<file path="src/design/calu_pkg.sv">
package calu_pkg;

	typedef enum logic [4:0] {
		ACT_ADD   = 5'd0,
		ACT_ADC   = 5'd1,
		ACT_SUB   = 5'd2,
		ACT_SBC   = 5'd3,
		ACT_AND   = 5'd4,
		ACT_XOR   = 5'd5,
		ACT_OR    = 5'd6,
		ACT_CP    = 5'd7,
		ACT_INC   = 5'd8,
		ACT_DEC   = 5'd9,
		ACT_RLCA  = 5'd10,
		ACT_RRCA  = 5'd11,
		ACT_RLA   = 5'd12,
		ACT_RRA   = 5'd13,
		ACT_DAA   = 5'd14,
		ACT_CPL   = 5'd15,
		ACT_SCF   = 5'd16,
		ACT_CCF   = 5'd17,
		ACT_ADD16 = 5'd18
	} action_t;

	typedef struct packed {
		logic [4:0]  action;
		logic [15:0] operand_a;
		logic [15:0] operand_b;
		logic        zero_in;
		logic        sub_in;
		logic        half_in;
		logic        carry_in;
	} alu_req_t;

	typedef struct packed {
		logic [15:0] value;
		logic        zero_out;
		logic        sub_out;
		logic        half_out;
		logic        carry_out;
	} alu_rsp_t;

	localparam logic [7:0] DAA_HI_LIMIT = 8'h99;
	localparam logic [3:0] DAA_LO_LIMIT = 4'h9;
	localparam logic [7:0] DAA_ADD_HI   = 8'h60;
	localparam logic [7:0] DAA_ADD_LO   = 8'h06;
	localparam logic [7:0] DAA_SUB_HI   = 8'hA0;
	localparam logic [7:0] DAA_SUB_LO   = 8'hFA;

endpackage

</file>
<file path="src/design/calu_if.sv">
interface calu_req_if import calu_pkg::*; ();
	logic     valid;
	logic     ready;
	alu_req_t data;

	modport source (output valid, output data, input ready);
	modport sink (input valid, input data, output ready);
endinterface

interface calu_rsp_if import calu_pkg::*; ();
	logic     valid;
	logic     ready;
	alu_rsp_t data;

	modport source (output valid, output data, input ready);
	modport sink (input valid, input data, output ready);
endinterface

</file>
<file path="src/design/cpu_alu_with_flags.sv">
// Two-stage ALU: request register, then result register.
// An accepted request waits in the request register until its result can be registered.
// Throughput: one request per cycle; while a result waits at the output, the
// result register holds and the request register takes a request only if it is empty.
// Reset (arst_n, async, active low) clears the stage valid bits only.
module cpu_alu_with_flags import calu_pkg::*; (
	input  logic   clk,
	input  logic   arst_n,
	calu_req_if.sink   req,
	calu_rsp_if.source rsp
);

	logic     valid_s1;
	alu_req_t req_s1;
	logic     valid_s2;
	alu_rsp_t rsp_s2;
	logic     advance;

	assign advance   = !valid_s2 || rsp.ready;
	assign req.ready = !valid_s1 || advance;

	always_ff @(posedge clk or negedge arst_n) begin
		if (!arst_n) begin
			valid_s1 <= 1'b0;
			valid_s2 <= 1'b0;
		end else begin
			if (req.ready) begin
				valid_s1 <= req.valid;
			end
			if (advance) begin
				valid_s2 <= valid_s1;
			end
		end
	end

	always_ff @(posedge clk) begin
		if (req.ready && req.valid) begin
			req_s1 <= req.data;
		end
	end

	// datapath
	logic [7:0]  a, b;
	logic        cin;
	logic [8:0]  add9, sub9;
	logic [4:0]  hadd, hsub;
	logic [7:0]  inc8, dec8;
	logic        daa_hi, daa_lo;
	logic [7:0]  daa_r;
	logic [16:0] add17;
	logic [12:0] hadd16;
	logic [15:0] r;
	logic        z, n, h, c, setz;

	always_comb begin
		a      = req_s1.operand_a[7:0];
		b      = req_s1.operand_b[7:0];
		cin    = req_s1.carry_in && (req_s1.action == ACT_ADC || req_s1.action == ACT_SBC);
		add9   = {1'b0, a} + {1'b0, b} + {8'd0, cin};
		hadd   = {1'b0, a[3:0]} + {1'b0, b[3:0]} + {4'd0, cin};
		sub9   = {1'b0, a} - {1'b0, b} - {8'd0, cin};
		hsub   = {1'b0, a[3:0]} - {1'b0, b[3:0]} - {4'd0, cin};
		inc8   = a + 8'd1;
		dec8   = a - 8'd1;
		daa_hi = req_s1.carry_in || (a > DAA_HI_LIMIT);
		daa_lo = req_s1.half_in || (a[3:0] > DAA_LO_LIMIT);
		if (!req_s1.sub_in) begin
			daa_r = a + (daa_hi ? DAA_ADD_HI : 8'd0) + (daa_lo ? DAA_ADD_LO : 8'd0);
		end else begin
			daa_r = a + (req_s1.carry_in ? DAA_SUB_HI : 8'd0)
				+ (req_s1.half_in ? DAA_SUB_LO : 8'd0);
		end
		add17  = {1'b0, req_s1.operand_a} + {1'b0, req_s1.operand_b};
		hadd16 = {1'b0, req_s1.operand_a[11:0]} + {1'b0, req_s1.operand_b[11:0]};

		r    = 16'd0;
		z    = req_s1.zero_in;
		n    = req_s1.sub_in;
		h    = req_s1.half_in;
		c    = req_s1.carry_in;
		setz = 1'b1;

		case (req_s1.action)
			ACT_ADD, ACT_ADC: begin
				r = {8'd0, add9[7:0]};
				n = 1'b0;
				h = hadd[4];
				c = add9[8];
			end
			ACT_SUB, ACT_SBC: begin
				r = {8'd0, sub9[7:0]};
				n = 1'b1;
				h = hsub[4];
				c = sub9[8];
			end
			ACT_CP: begin
				r    = {8'd0, a};
				z    = (sub9[7:0] == 8'd0);
				setz = 1'b0;
				n    = 1'b1;
				h    = hsub[4];
				c    = sub9[8];
			end
			ACT_AND: begin
				r = {8'd0, a & b};
				n = 1'b0;
				h = 1'b1;
				c = 1'b0;
			end
			ACT_XOR: begin
				r = {8'd0, a ^ b};
				n = 1'b0;
				h = 1'b0;
				c = 1'b0;
			end
			ACT_OR: begin
				r = {8'd0, a | b};
				n = 1'b0;
				h = 1'b0;
				c = 1'b0;
			end
			ACT_INC: begin
				r = {8'd0, inc8};
				n = 1'b0;
				h = (inc8[3:0] == 4'h0);
			end
			ACT_DEC: begin
				r = {8'd0, dec8};
				n = 1'b1;
				h = (dec8[3:0] == 4'hF);
			end
			ACT_RLCA: begin
				r    = {8'd0, a[6:0], a[7]};
				c    = a[7];
				z    = 1'b0;
				n    = 1'b0;
				h    = 1'b0;
				setz = 1'b0;
			end
			ACT_RRCA: begin
				r    = {8'd0, a[0], a[7:1]};
				c    = a[0];
				z    = 1'b0;
				n    = 1'b0;
				h    = 1'b0;
				setz = 1'b0;
			end
			ACT_RLA: begin
				r    = {8'd0, a[6:0], req_s1.carry_in};
				c    = a[7];
				z    = 1'b0;
				n    = 1'b0;
				h    = 1'b0;
				setz = 1'b0;
			end
			ACT_RRA: begin
				r    = {8'd0, req_s1.carry_in, a[7:1]};
				c    = a[0];
				z    = 1'b0;
				n    = 1'b0;
				h    = 1'b0;
				setz = 1'b0;
			end
			ACT_DAA: begin
				r = {8'd0, daa_r};
				h = 1'b0;
				if (!req_s1.sub_in) begin
					c = daa_hi;
				end
			end
			ACT_CPL: begin
				r    = {8'd0, ~a};
				n    = 1'b1;
				h    = 1'b1;
				setz = 1'b0;
			end
			ACT_SCF: begin
				r    = {8'd0, a};
				n    = 1'b0;
				h    = 1'b0;
				c    = 1'b1;
				setz = 1'b0;
			end
			ACT_CCF: begin
				r    = {8'd0, a};
				n    = 1'b0;
				h    = 1'b0;
				c    = !req_s1.carry_in;
				setz = 1'b0;
			end
			ACT_ADD16: begin
				r    = add17[15:0];
				n    = 1'b0;
				h    = hadd16[12];
				c    = add17[16];
				setz = 1'b0;
			end
			default: begin
				r    = 16'd0;
				setz = 1'b0;
			end
		endcase

		if (setz) begin
			z = (r == 16'd0);
		end
	end

	always_ff @(posedge clk) begin
		if (advance && valid_s1) begin
			rsp_s2.value     <= r;
			rsp_s2.zero_out  <= z;
			rsp_s2.sub_out   <= n;
			rsp_s2.half_out  <= h;
			rsp_s2.carry_out <= c;
		end
	end

	assign rsp.valid = valid_s2;
	assign rsp.data  = rsp_s2;

endmodule
</file>
<file path="src/flat_wrapper.sv">
// flat-port wrapper written by rule: the top's interface ports become plain ports
module cpu_alu_with_flags_flat import calu_pkg::*;
  (clk, arst_n, req_valid, req_data, req_ready, rsp_valid, rsp_data, rsp_ready);
  calu_req_if req_i ();
  calu_rsp_if rsp_i ();
  input  logic clk;
  input  logic arst_n;
  input wire logic [$bits(req_i.valid)-1:0] req_valid;
  input wire logic [$bits(req_i.data)-1:0] req_data;
  output wire logic [$bits(req_i.ready)-1:0] req_ready;
  output wire logic [$bits(rsp_i.valid)-1:0] rsp_valid;
  output wire logic [$bits(rsp_i.data)-1:0] rsp_data;
  input wire logic [$bits(rsp_i.ready)-1:0] rsp_ready;
  assign req_i.valid = req_valid;
  assign req_i.data = req_data;
  assign req_ready = req_i.ready;
  assign rsp_valid = rsp_i.valid;
  assign rsp_data = rsp_i.data;
  assign rsp_i.ready = rsp_ready;
  cpu_alu_with_flags u_core (.clk(clk), .arst_n(arst_n), .req(req_i), .rsp(rsp_i));
endmodule
</file>
<file path="config.mk">
export PLATFORM = sky130hd
export DESIGN_NAME = cpu_alu_with_flags_flat
export DESIGN_NICKNAME = d
export VERILOG_FILES = /design/src/design/calu_pkg.sv /design/src/design/calu_if.sv /design/src/design/cpu_alu_with_flags.sv /design/src/flat_wrapper.sv
export SDC_FILE = /design/constraint.sdc
export NUM_CORES = 1
export LEC_CHECK = 0
export ABC_AREA = 1
export BUFFER_PORTS_ARGS = -buffer_cell sky130_fd_sc_hd__buf_2
export CAP_MARGIN = 20
export CORE_UTILIZATION = 40
export CTS_CLUSTER_DIAMETER = 120
export DETAILED_ROUTE_END_ITERATION = 8
export PLACE_DENSITY = 0.59
export SLEW_MARGIN = 20
export SYNTH_ARGS = -nofsm -noshare
export SYNTH_HDL_FRONTEND = slang
export SYNTH_SLANG_ARGS = --single-unit
export TNS_END_PERCENT = 5
</file>
<file path="constraint.sdc">
create_clock -name clk -period 4.63 [get_ports clk]
set_input_delay 0.6945 -clock clk [delete_from_list [all_inputs] [get_ports clk]]
set_output_delay 0.6945 -clock clk [all_outputs]
set_load 0.02 [all_outputs]
</file>
== Yosys cells after proc, flatten, opt, wreduce, memory -nomap -nowiden ==
Cells that the tools add are included.

* Logic and storage cells: 96
* Register bits: 63
* Bits of input ports: 45
* Output and inout bits: 22

* Reductions and logical operators: 28
* Bitwise logic cells: 4
* Equal/unequal tests: 19
* Multiplexer cells: 13
* Add/sub/neg operators: 16
* $lt $le $gt $ge: 2

{| class="wikitable"
|+ Operators by type and width
! cell !! count
|-
| one-hot mux 16 bit (15 select lines) || 1
|-
| == test 5 x 4 -> 1 bit, second input constant || 8
|-
| adder 8 bit || 4
|-
| two-way mux 8 bit || 3
|-
| == test 5 x 3 -> 1 bit, second input constant || 4
|-
| adder 16 x 16 -> 17 bit || 1
|-
| zero test 16 bit || 1
|-
| == test 5 bit, second input constant || 3
|-
| adder 12 x 12 -> 13 bit || 1
|-
| OR reduction 13 bit || 1
|-
| == test 5 x 2 -> 1 bit, second input constant || 2
|-
| OR reduction 10 bit || 1
|-
| OR reduction 2 bit || 5
|-
| adder 8 x 8 -> 9 bit || 1
|-
| adder 9 x 1 -> 9 bit || 1
|-
| one-hot mux 1 bit (9 select lines) || 1
|-
| OR reduction 3 bit || 3
|-
| OR reduction 9 bit || 1
|-
| subtractor 8 x 8 -> 9 bit || 1
|-
| subtractor 9 x 1 -> 9 bit || 1
|-
| adder 8 x 1 -> 8 bit, second input constant || 1
|-
| AND 8 bit || 1
|-
| greater-than comparator 8 bit, second input constant || 1
|-
| zero test 8 bit || 1
|-
| other kinds (23) || 34
|}

== Depth between registers and ports, before layout ==
Gate-level depths: netlist (run 1).

* Word-level depth: 9
* Gate-level depth with buffers: 23
* Depth with buffers taken out: 23

== Worst setup path after synthesis (run 1) ==
Ideal clock, no wire load.

* Path type: register to register
* From: reg u_core.req_s1 (netlist bit u_core.a[1])
* To: reg u_core.rsp_s2 (netlist bit u_core.rsp.data[3]), data pin
* Library setup time: 0.253 ns
* Required time: 4.377 ns
* Clock period less this slack: 3.107 ns
* Data arrival time: 2.854 ns
* Setup slack: 1.523 ns
* Path buffers: 0
* Stages on the path, launching flop included: 21
* Cells stage by stage: edfxtp_1 -> inv_1 -> ha_1 -> nand2_1 -> nand2_1 -> a21oi_1 -> or2_2 -> ha_1 -> fa_1 -> nand2_1 -> inv_1 -> o21ai_0 -> nand3_1 -> nand2_1 -> nor2_1 -> nand3_1 -> nor2_1 -> nand2_1 -> nor2_1 -> nand3_1 -> nand2_1

{| class="wikitable"
|+ RTL lines
! item !! RTL line !! text
|-
| start: declaration || cpu_alu_with_flags.sv:14 || <nowiki>alu_req_t req_s1;</nowiki>
|-
| start signal: assignment || cpu_alu_with_flags.sv:38 || <nowiki>req_s1 <= req.data;</nowiki>
|-
| greater-than comparator 4 bit || cpu_alu_with_flags.sv:66 || <nowiki>daa_lo = req_s1.half_in || (a[3:0] > DAA_LO_LIMIT);</nowiki>
|-
| logical OR 1 bit || cpu_alu_with_flags.sv:66 ||
|-
| two-way mux 3 bit || cpu_alu_with_flags.sv:68 || <nowiki>daa_r = a + (daa_hi ? DAA_ADD_HI : 8'd0) + (daa_lo ? DAA_ADD_LO : 8'd0);</nowiki>
|-
| adder 8 bit || cpu_alu_with_flags.sv:68 ||
|-
| two-way mux 8 bit || cpu_alu_with_flags.sv:67 || <nowiki>if (!req_s1.sub_in) begin</nowiki>
|-
| one-hot mux 16 bit (15 select lines) * || cpu_alu_with_flags.sv:83 || <nowiki>case (req_s1.action)</nowiki>
|-
| named net u_core.r[3] || cpu_alu_with_flags.sv:52 || <nowiki>logic [15:0] r;</nowiki>
|-
| zero test 16 bit * || cpu_alu_with_flags.sv:205 || <nowiki>z = (r == 16'd0);</nowiki>
|-
| two-way mux 1 bit * || cpu_alu_with_flags.sv:204 || <nowiki>if (setz) begin</nowiki>
|-
| named net u_core.z || cpu_alu_with_flags.sv:53 || <nowiki>logic z, n, h, c, setz;</nowiki>
|-
| end: declaration || cpu_alu_with_flags.sv:16 || <nowiki>alu_rsp_t rsp_s2;</nowiki>
|}

The timed path passes the listed nets; every way through them passes the cells marked *.
A chain may end at the register's enable or synchronous reset.

== Worst setup path after layout (run 1) ==
* From: reg u_core.req_s1 (netlist bit u_core.a[0])
* To: reg u_core.rsp_s2 (netlist bit u_core.rsp.data[3]), data pin

* Word-level cells in the longest chain between the ends: 9

{| class="wikitable"
|+ RTL lines
! item !! RTL line !! text
|-
| greater-than comparator 8 bit || cpu_alu_with_flags.sv:65 || <nowiki>daa_hi = req_s1.carry_in || (a > DAA_HI_LIMIT);</nowiki>
|-
| logical OR 1 bit || cpu_alu_with_flags.sv:65 ||
|-
| two-way mux 7 bit || cpu_alu_with_flags.sv:68 ||
|-
| adder 8 bit (2 in a row) || cpu_alu_with_flags.sv:68 ||
|-
| two-way mux 8 bit || cpu_alu_with_flags.sv:67 ||
|-
| one-hot mux 16 bit (15 select lines) || cpu_alu_with_flags.sv:83 ||
|-
| zero test 16 bit || cpu_alu_with_flags.sv:205 ||
|-
| two-way mux 1 bit * || cpu_alu_with_flags.sv:204 ||
|-
| named net u_core.z || cpu_alu_with_flags.sv:53 ||
|}

Marked as above.

==> summary.md, run 1 <==
| Metric | Value |
|---|---|
| Seq/Total Area, Yosys | 31.3% |
| TritonCTS Buffers | 9 |
| Root Buffer | clkbuf_16 |
| Synthesis-to-finish area growth | 12.7% |
| Top delay family on crit path | simple AND/OR/NAND/NOR gates |
| Clock transition at the registers of the reported paths | 60 ps |
| Flop2flop setup slack | 910 ps |
| Via count | 6058 |
| Crit path capture type | register |
| Yosys top cell by area | edfxtp_1 |
| Wirelength per Cell | 17.8 um |
| Switching power | 793 uW |
| CTS tree | built |
| CP required | 4850 ps |
| ANT nets after route | 0 |
| Status | finished, final reports clean |
| CTS Hold Bufs | 0 |
| Setup repair after global routing missed its margin | false |
| Distinct cell type count after synthesis | 40 |
| Post-DP Area | 0.00650 mm^2 |
| Minimum clock period | 3720 ps |
| EDFF count, synth | 61 |
| Share of the synthesized area in the top cell type | 30.4% |
| Placed Cells | 1112 |
| CP Max Fanout | 11 |
| Fin Clk Skew | 13.5 ps |
| Power per cell area | 305 mW/mm^2 |
| Internal Pwr Total | 1270 uW |
| Ys Warns | 0 |
| Comb power frac | 32.0% |
| Slowest CP cell | edfxtp_1 |
| Post-DP HPWL | 15.6 mm |
| First-pass GRT wire length | 31.2 mm |
| Setup TNS | 0 ps |
| Worst reg-to-reg path cell count | 21 |
| Worst vdd ir | 201 uV |
| Worst r2r dst | u_core.rsp.data[3] |
| Routed wire length | 20.0 mm |
| Slew Viols, Final | 0 |
| Switching part of the total | 38.4% |
| Worst r2r src | u_core.a[0] |
| Final nets | 1047 |
| Clock share of power | 32.2% |
| CTS sink count | 63 |
| Seq pwr share | 35.9% |
| Die Ht | 125 um |
| Gr usage total | 26.6% |
| Synthesized instance count | 873 |
| Final Core Density | 46.5% |
| Fin. Hold Viols | 0 |
| Number of remaining DRC errors | 0 |
| Tcrit/Tclk final | 80.3% |
| Buf+Inv Stages, Crit Path | 1 |
| List of most frequent post-synthesis cells | nand2_1, nand3_1, inv_1 |
| # Post-CTS Setup Buffers | 0 |
| Most common cell in the netlist | nand2_1 |
| Slew @ Worst Pin | 928 ps |
| Detailed Routing Iterations Pass 1 | 7 |
| Primary FF master, synth | edfxtp_1 |
| Clock Latency Late Sink | 360 ps |
| Core footprint | 0.0146 mm^2 |
| Final Non-Filler Cells | 1128 |
| Max-Cap Viols | 0 |
| Critical path class | reg -> reg |
| Grt met2 use | 39.1% |
| Initial antenna violation count | 0 |
| Post_cts resized | 0 |
| DIE AREA | 0.0155 mm^2 |
| Syn Nets | 981 |
| LEAKAGE | 0.00345 uW |
| Startpoint type of the worst setup path | register |
| Synth async-reset ratio | 3.17% |
| Met1 Resource Use GR | 36.9% |
| Fmax | 0.269 GHz |
| Slew margin rel. | 37.3% |
| H-Tree Depth | 3 |
| Number of buffers added on ports | 66 |
| Layout cell share with drive strength beyond 1 | 11.4% |
| Final RePlAce weighted congestion | 0.983 |
| Die outline width | 125 um |
| Num rows | 44 |
| GRT Max-Usage Layer | met2 |
| Number of global-route vias before repair | 5575 |
| CP max stage delay | 640 ps |
| Cell area after synthesis | 0.00602 mm^2 |
| Final Cell Area | 0.00678 mm^2 |
| Iter 0 DRT Violations | 758 |
| Top post-synthesis cells by area | edfxtp_1, nand2_1, ha_1, nand3_1, inv_1 |
| Inserted Diodes | 0 |
| Met3 GRT Util | 4.85% |
| Initial Utilization | 41.2% |
| Average vias per placed instance | 5.37 |
| Total gr overflow | 0 |
| Worst path arrival time | 3940 ps |
| Clock tree buffer depth | 2 |
| Final setup viols | 0 |
| HP Class | in -> async |
| Avg Inst Size Synth | 6.89 um^2 |
| Yosys reg bits | 63 |
| Ports | 67 |
| Most frequent CP cell | nand2_1 |
| Largest net degree at the start of global routing | 42 |
| Crit path cell chain | inv_1 -> ha_1 -> nand2_1 -> nand2_1 -> a21oi_1 -> or2_2 -> ha_1 -> fa_1 -> nand2_1 -> nand2_1 -> nand3_1 -> nand2_1 -> nor2_1 -> nand2_1 -> nor2_1 -> nand2_1 -> nor2_1 -> nand2_1 -> nor2_1 -> nand3_1 -> nand2_1 |
## flip-flops by register name (all words and copies together), names as in the netlist
signal and flops:
u_core.b 8, u_core.rsp.valid 1, u_core.rsp.data 20, u_core.req_s1 25, u_core.valid_s1 1, u_core.a 8
## cells by family after synthesis
logic type / share of synthesized area (%)
XOR/XNOR: 0.874
adder cells (fa/ha/maj): 14.0
AO/OA/AOI/OAI: 6.63
flip-flops: 31.3
AND/OR/NAND/NOR: 37.7
buffers and inverters: 9.57
## routing by layer
| metal | share of wire, % | vias up | wire, um |
|---|---|---|---|
| li1 | - | 2986 | - |
| met1 | 45 | 2706 | 9090 |
| met2 | 42 | 301 | 8390 |
| met3 | 8.0 | 65 | 1610 |
| met4 | 4.7 | 0 | 946 |
| met5 | 0 | - | 0 |
## stage by stage
step	power (uW)	setup WS (ps)	hold slack, ps
global route	2190	641	109
floorplan	1200	1520	399
finish	2070	912	119
global placement	1400	1240	478
detailed placement	1400	1100	481
CTS	2070	1090	111
## worst reg2reg max path, cell delays in order, from the launching register on
cell and delay, ps:
edfxtp_1 640, inv_1 270, ha_1 290, nand2_1 120, nand2_1 60, a21oi_1 260, or2_2 210, ha_1 210
fa_1 420, nand2_1 70, nand2_1 70, nand3_1 90, nand2_1 50, nor2_1 80, nand2_1 60, nor2_1 150
nand2_1 60, nor2_1 140, nand2_1 70, nor2_1 110, nand3_1 80, nand2_1 80
## placed cells by master (no fill, tap or decap), drive strengths merged, types with 6 or more instances in the layout
cell type / n
buf: 72
nand2: 267
edfxtp: 61
a21oi: 34
fa: 7
clkinv: 6
clkbuf: 9
nor3: 7
nor2: 111
nand4: 13
nand3: 123
ha: 56
o21ai: 23
inv: 120
## power by group through the flow
stage          combinational (uW)  sequential (uW)  clock (uW)
6_report                      660              741         665
5_1_grt                       739              746         701
4_1_cts                       652              740         676
3_5_place_dp                  649              752           0
3_3_place_gp                  650              752           0
2_1_floorplan                 434              764           0
## worst max path at each step
stage	start	to	slack, ps	depth (start not counted)
after global routing	u_core.a[0]	u_core.rsp.data[3]	640	21
after detailed placement	u_core.a[0]	u_core.rsp.data[3]	1100	21
after global placement	u_core.a[0]	u_core.rsp.data[3]	1240	21
final	u_core.a[0]	u_core.rsp.data[3]	910	21
after CTS	u_core.a[0]	u_core.rsp.data[3]	1090	21
after floorplan	u_core.a[1]	u_core.rsp.data[3]	1520	20
## final cells by class
type | count | area (um^2)
fillers | 1489 | 7810
clock buffers | 9 | 225
multi-input cells | 673 | 3560
inverters | 120 | 450
repair buffers | 72 | 375
clock inverters | 7 | 56.3
flip-flops and latches | 63 | 1880
well taps | 184 | 230
Power figures use the tool's default switching activity.
==> run 2: changes to the inputs <==
--- a/config.mk
+++ b/config.mk
@@ -5,13 +5,13 @@
 export SDC_FILE = /design/constraint.sdc
 export NUM_CORES = 1
 export LEC_CHECK = 0
-export ABC_AREA = 1
+export ABC_AREA = 0
 export BUFFER_PORTS_ARGS = -buffer_cell sky130_fd_sc_hd__buf_2
 export CAP_MARGIN = 20
 export CORE_UTILIZATION = 40
 export CTS_CLUSTER_DIAMETER = 120
 export DETAILED_ROUTE_END_ITERATION = 8
-export PLACE_DENSITY = 0.59
+export PLACE_DENSITY = 0.6
 export SLEW_MARGIN = 20
 export SYNTH_ARGS = -nofsm -noshare
 export SYNTH_HDL_FRONTEND = slang
==> constraint.sdc (replaced) <==
create_clock -name clk -period 3.8 [get_ports clk]
set_input_delay 0.57 -clock clk [delete_from_list [all_inputs] [get_ports clk]]
set_output_delay 0.57 -clock clk [all_outputs]
set_load 0.02 [all_outputs]
==> run 2 against run 1 <==
Non-clock buffer count grew 37. First-iteration DRC count is 48% lower. Cell count fell by 27%. Combinational power up 3.0%. Flip-flop and latch count stayed put. Utilization rose by 3.5 points. Final area fell by 6.6%. Global-route usage fell by 2.1 points. Highest routed layer unchanged. Area after synthesis is 13% lower. Clock power rose by 25%. Die area down 13%. Sequential power up 16%.
==> summary.md, run 2 <==
| Metric | Value |
|---|---|
| HP Class | in -> reg |
| Total gr overflow | 0 |
| Worst vdd ir | 295 uV |
| Cell area after synthesis | 0.00522 mm^2 |
| Max reg flops | 25 |
| Worst path arrival time | 3840 ps |
| Number of global-route vias before repair | 4465 |
| CP Max Fanout | 2 |
| Yosys reg bits | 63 |
| Avg Inst Size Synth | 9.58 um^2 |
| Number of buffers added on ports | 66 |
| Yosys top cell by area | edfxtp_1 |
| Critical path class | reg -> reg |
| Slew margin rel. | 34.7% |
| Commonest non-fill, non-tap cell in the layout | buf_2 |
| Synthesis-to-finish area growth | 21.3% |
| CTS sink count | 63 |
| Startpoint type of the worst setup path | register |
| Max-Cap Viols | 0 |
| Placed Cells | 802 |
| Clock transition at the registers of the reported paths | 60 ps |
| Final Core Density | 50.0% |
| Num rows | 41 |
| Average vias per placed instance | 5.63 |
| Synthesized instance count | 545 |
| Post-DP HPWL | 12.1 mm |
| Most frequent cells in the layout | buf_2, edfxtp_1, ha_1 |
| First-pass GRT wire length | 24.5 mm |
| H-Tree Depth | 3 |
| Clock tree buffer depth | 2 |
| Largest Register | u_core.req_s1 |
| CP required | 3960 ps |
| Final nets | 751 |
| Setup repair after global routing missed its margin | false |
| Inserted Diodes | 0 |
| Die outline width | 116 um |
| Die Ht | 116 um |
| Gr usage total | 24.6% |
| Via count | 4616 |
| Slew Viols, Final | 0 |
| Ys Warns | 0 |
| Final RePlAce weighted congestion | 0.938 |
| GRT Max-Usage Layer | met2 |
| DIE AREA | 0.0135 mm^2 |
| Distinct cell type count after synthesis | 66 |
| EDFF count, synth | 61 |
| Crit path cell chain | nor2b_4 -> nand3_4 -> fa_2 -> fa_1 -> o21a_1 -> nor2_2 -> xor2_1 -> o211ai_1 -> or4_4 -> or4_1 -> o41ai_2 |
| LEAKAGE | 0.00264 uW |
| Number of remaining DRC errors | 0 |
| CTS tree | built |
| Slowest CP cell | or4_4 |
| List of most frequent post-synthesis cells | edfxtp_1, ha_1, nor2_1 |
| Status | finished, final reports clean |
| CP max stage delay | 560 ps |
| Routed wire length | 15.6 mm |
| Power per cell area | 375 mW/mm^2 |
| Top post-synthesis cells by area | edfxtp_1, ha_1, xnor2_1, o21ai_0, nor2_1 |
| Total power | 2370 uW |
| Minimum clock period | 3680 ps |
| Syn Nets | 653 |
| Final Non-Filler Cells | 820 |
| Seq/Total Area, Yosys | 36.0% |
| Clock Latency Late Sink | 350 ps |
| Filler cells | 1225 |
| Fin. Hold Viols | 0 |
| Fmax | 0.272 GHz |
| ANT nets after route | 0 |
| Iter 0 DRT Violations | 394 |
| TritonCTS Buffers | 9 |
| Initial antenna violation count | 0 |
| Ports | 67 |
| Top delay family on crit path | simple AND/OR/NAND/NOR gates |
| Root Buffer | clkbuf_16 |
| Initial Utilization | 41.2% |
| Detailed Routing Iterations Pass 1 | 6 |
| Slew @ Worst Pin | 980 ps |
| Share of the synthesized area in the top cell type | 35.1% |
| Grt met2 use | 37.7% |
| Buf+Inv Stages, Crit Path | 0 |
| Synth async-reset ratio | 3.17% |
| Final setup viols | 0 |
| Met3 GRT Util | 5.81% |
| Most common cell in the netlist | edfxtp_1 |
| Wirelength per Cell | 19.0 um |
| Tcrit/Tclk final | 96.9% |
| Largest net degree at the start of global routing | 42 |
| Layout cell share with drive strength beyond 1 | 23.0% |
| Met1 Resource Use GR | 33.6% |
| Core footprint | 0.0127 mm^2 |
| Crit path capture type | register |
| Primary FF master, synth | edfxtp_1 |
| Fin Clk Skew | 8.62 ps |
run 2: changes by cell type after synthesis, moves of 6 or more:
| cell | change |
|---|---|
| nand3_1 | -107 |
| nand2_1 | -223 |
| nor2_1 | -61 |
| a31oi_1 | +11 |
| inv_1 | -87 |
| a221oi_1 | +7 |
| a22oi_1 | +10 |
| clkbuf_1 | +9 |
| xnor2_1 | +23 |
| xor2_1 | +6 |
| o21ai_0 | +13 |
| a21o_1 | +11 |
| nand4_1 | -7 |
run 2: worst register-to-register path: stages, from the launching register on:
cell and delay [ps]:
edfxtp_1 420, nor2b_4 160, nand3_4 120, fa_2 380, fa_1 400, o21a_1 230
nor2_2 130, xor2_1 190, o211ai_1 110, or4_4 560, or4_1 560, o41ai_2 220
run 2: area by class of cell:
class                   count  area, um^2  share of cell area, %
clock buffers               9         225                   3.56
clock inverters             7        72.6                   1.15
inverters                  29         109                   1.72
multi-input cells         431        3170                   50.1
flip-flops and latches     63        1880                   29.7
well taps                 172         215                   3.40
repair buffers            109         656                   10.4
run 2: path summary, 6_finish.rpt:
kind | start | end | slack (ps) | cells past startpoint
min in group asynchronous | arst_n | u_core.valid_s1 | 560 | 2
max in group asynchronous | arst_n | u_core.rsp.valid | 3140 | 2
worst max register to register | u_core.req_s1[40] | u_core.rsp.data[3] | 120 | 11
worst max-delay path | u_core.req_s1[40] | u_core.rsp.data[3] | 120 | 11
worst min-delay path | req_data[24] | u_core.a[4] | 390 | 1
worst min register to register | u_core.valid_s1 | u_core.rsp.valid | 510 | 1
run 2: per-stage QoR:
step	TNS (ps)	instance area (um^2)	worst slack (ps)	hold WS, ps
6_report	0	6330	117	392
5_1_grt	0	6330	1.29	377
2_1_floorplan	0	5220	9.73	274
3_5_place_dp	-155	5970	-155	360
4_1_cts	0	6300	14.8	386
3_3_place_gp	-60.9	5970	-60.9	355
run 2: report_power, final:
| group | leakage [uW] | total (uW) | switching (uW) | internal [uW] |
|---|---|---|---|---|
| logic | 0.00189 | 680 | 396 | 283 |
| registers | 0.000612 | 862 | 32.8 | 830 |
| clock network | 0.000143 | 832 | 324 | 508 |
run 2: kinds of logic after synthesis:
kind of cell,synth area share [%]
simple gates,16.3
flops,36.0
compound gates,20.7
fa+ha+maj,16.1
mux,0.767
xor+xnor,5.87
buf+inv,4.15
run 2: metal layers:
metal	share of wire, %	wire, um
met5	0	0
met4	2.5	387
met3	6.6	1040
met2	45	7030
met1	46	7130
run 2: timing repair:
action / in CTS / in global routing
setup buffers: 1 / 0
gates resized for setup: 3 / 12
hold buffers: 1 / 0
pin swaps: 2 / 0
setup endpoints to repair: 1 / 1
hold endpoints to repair: 2 / 0
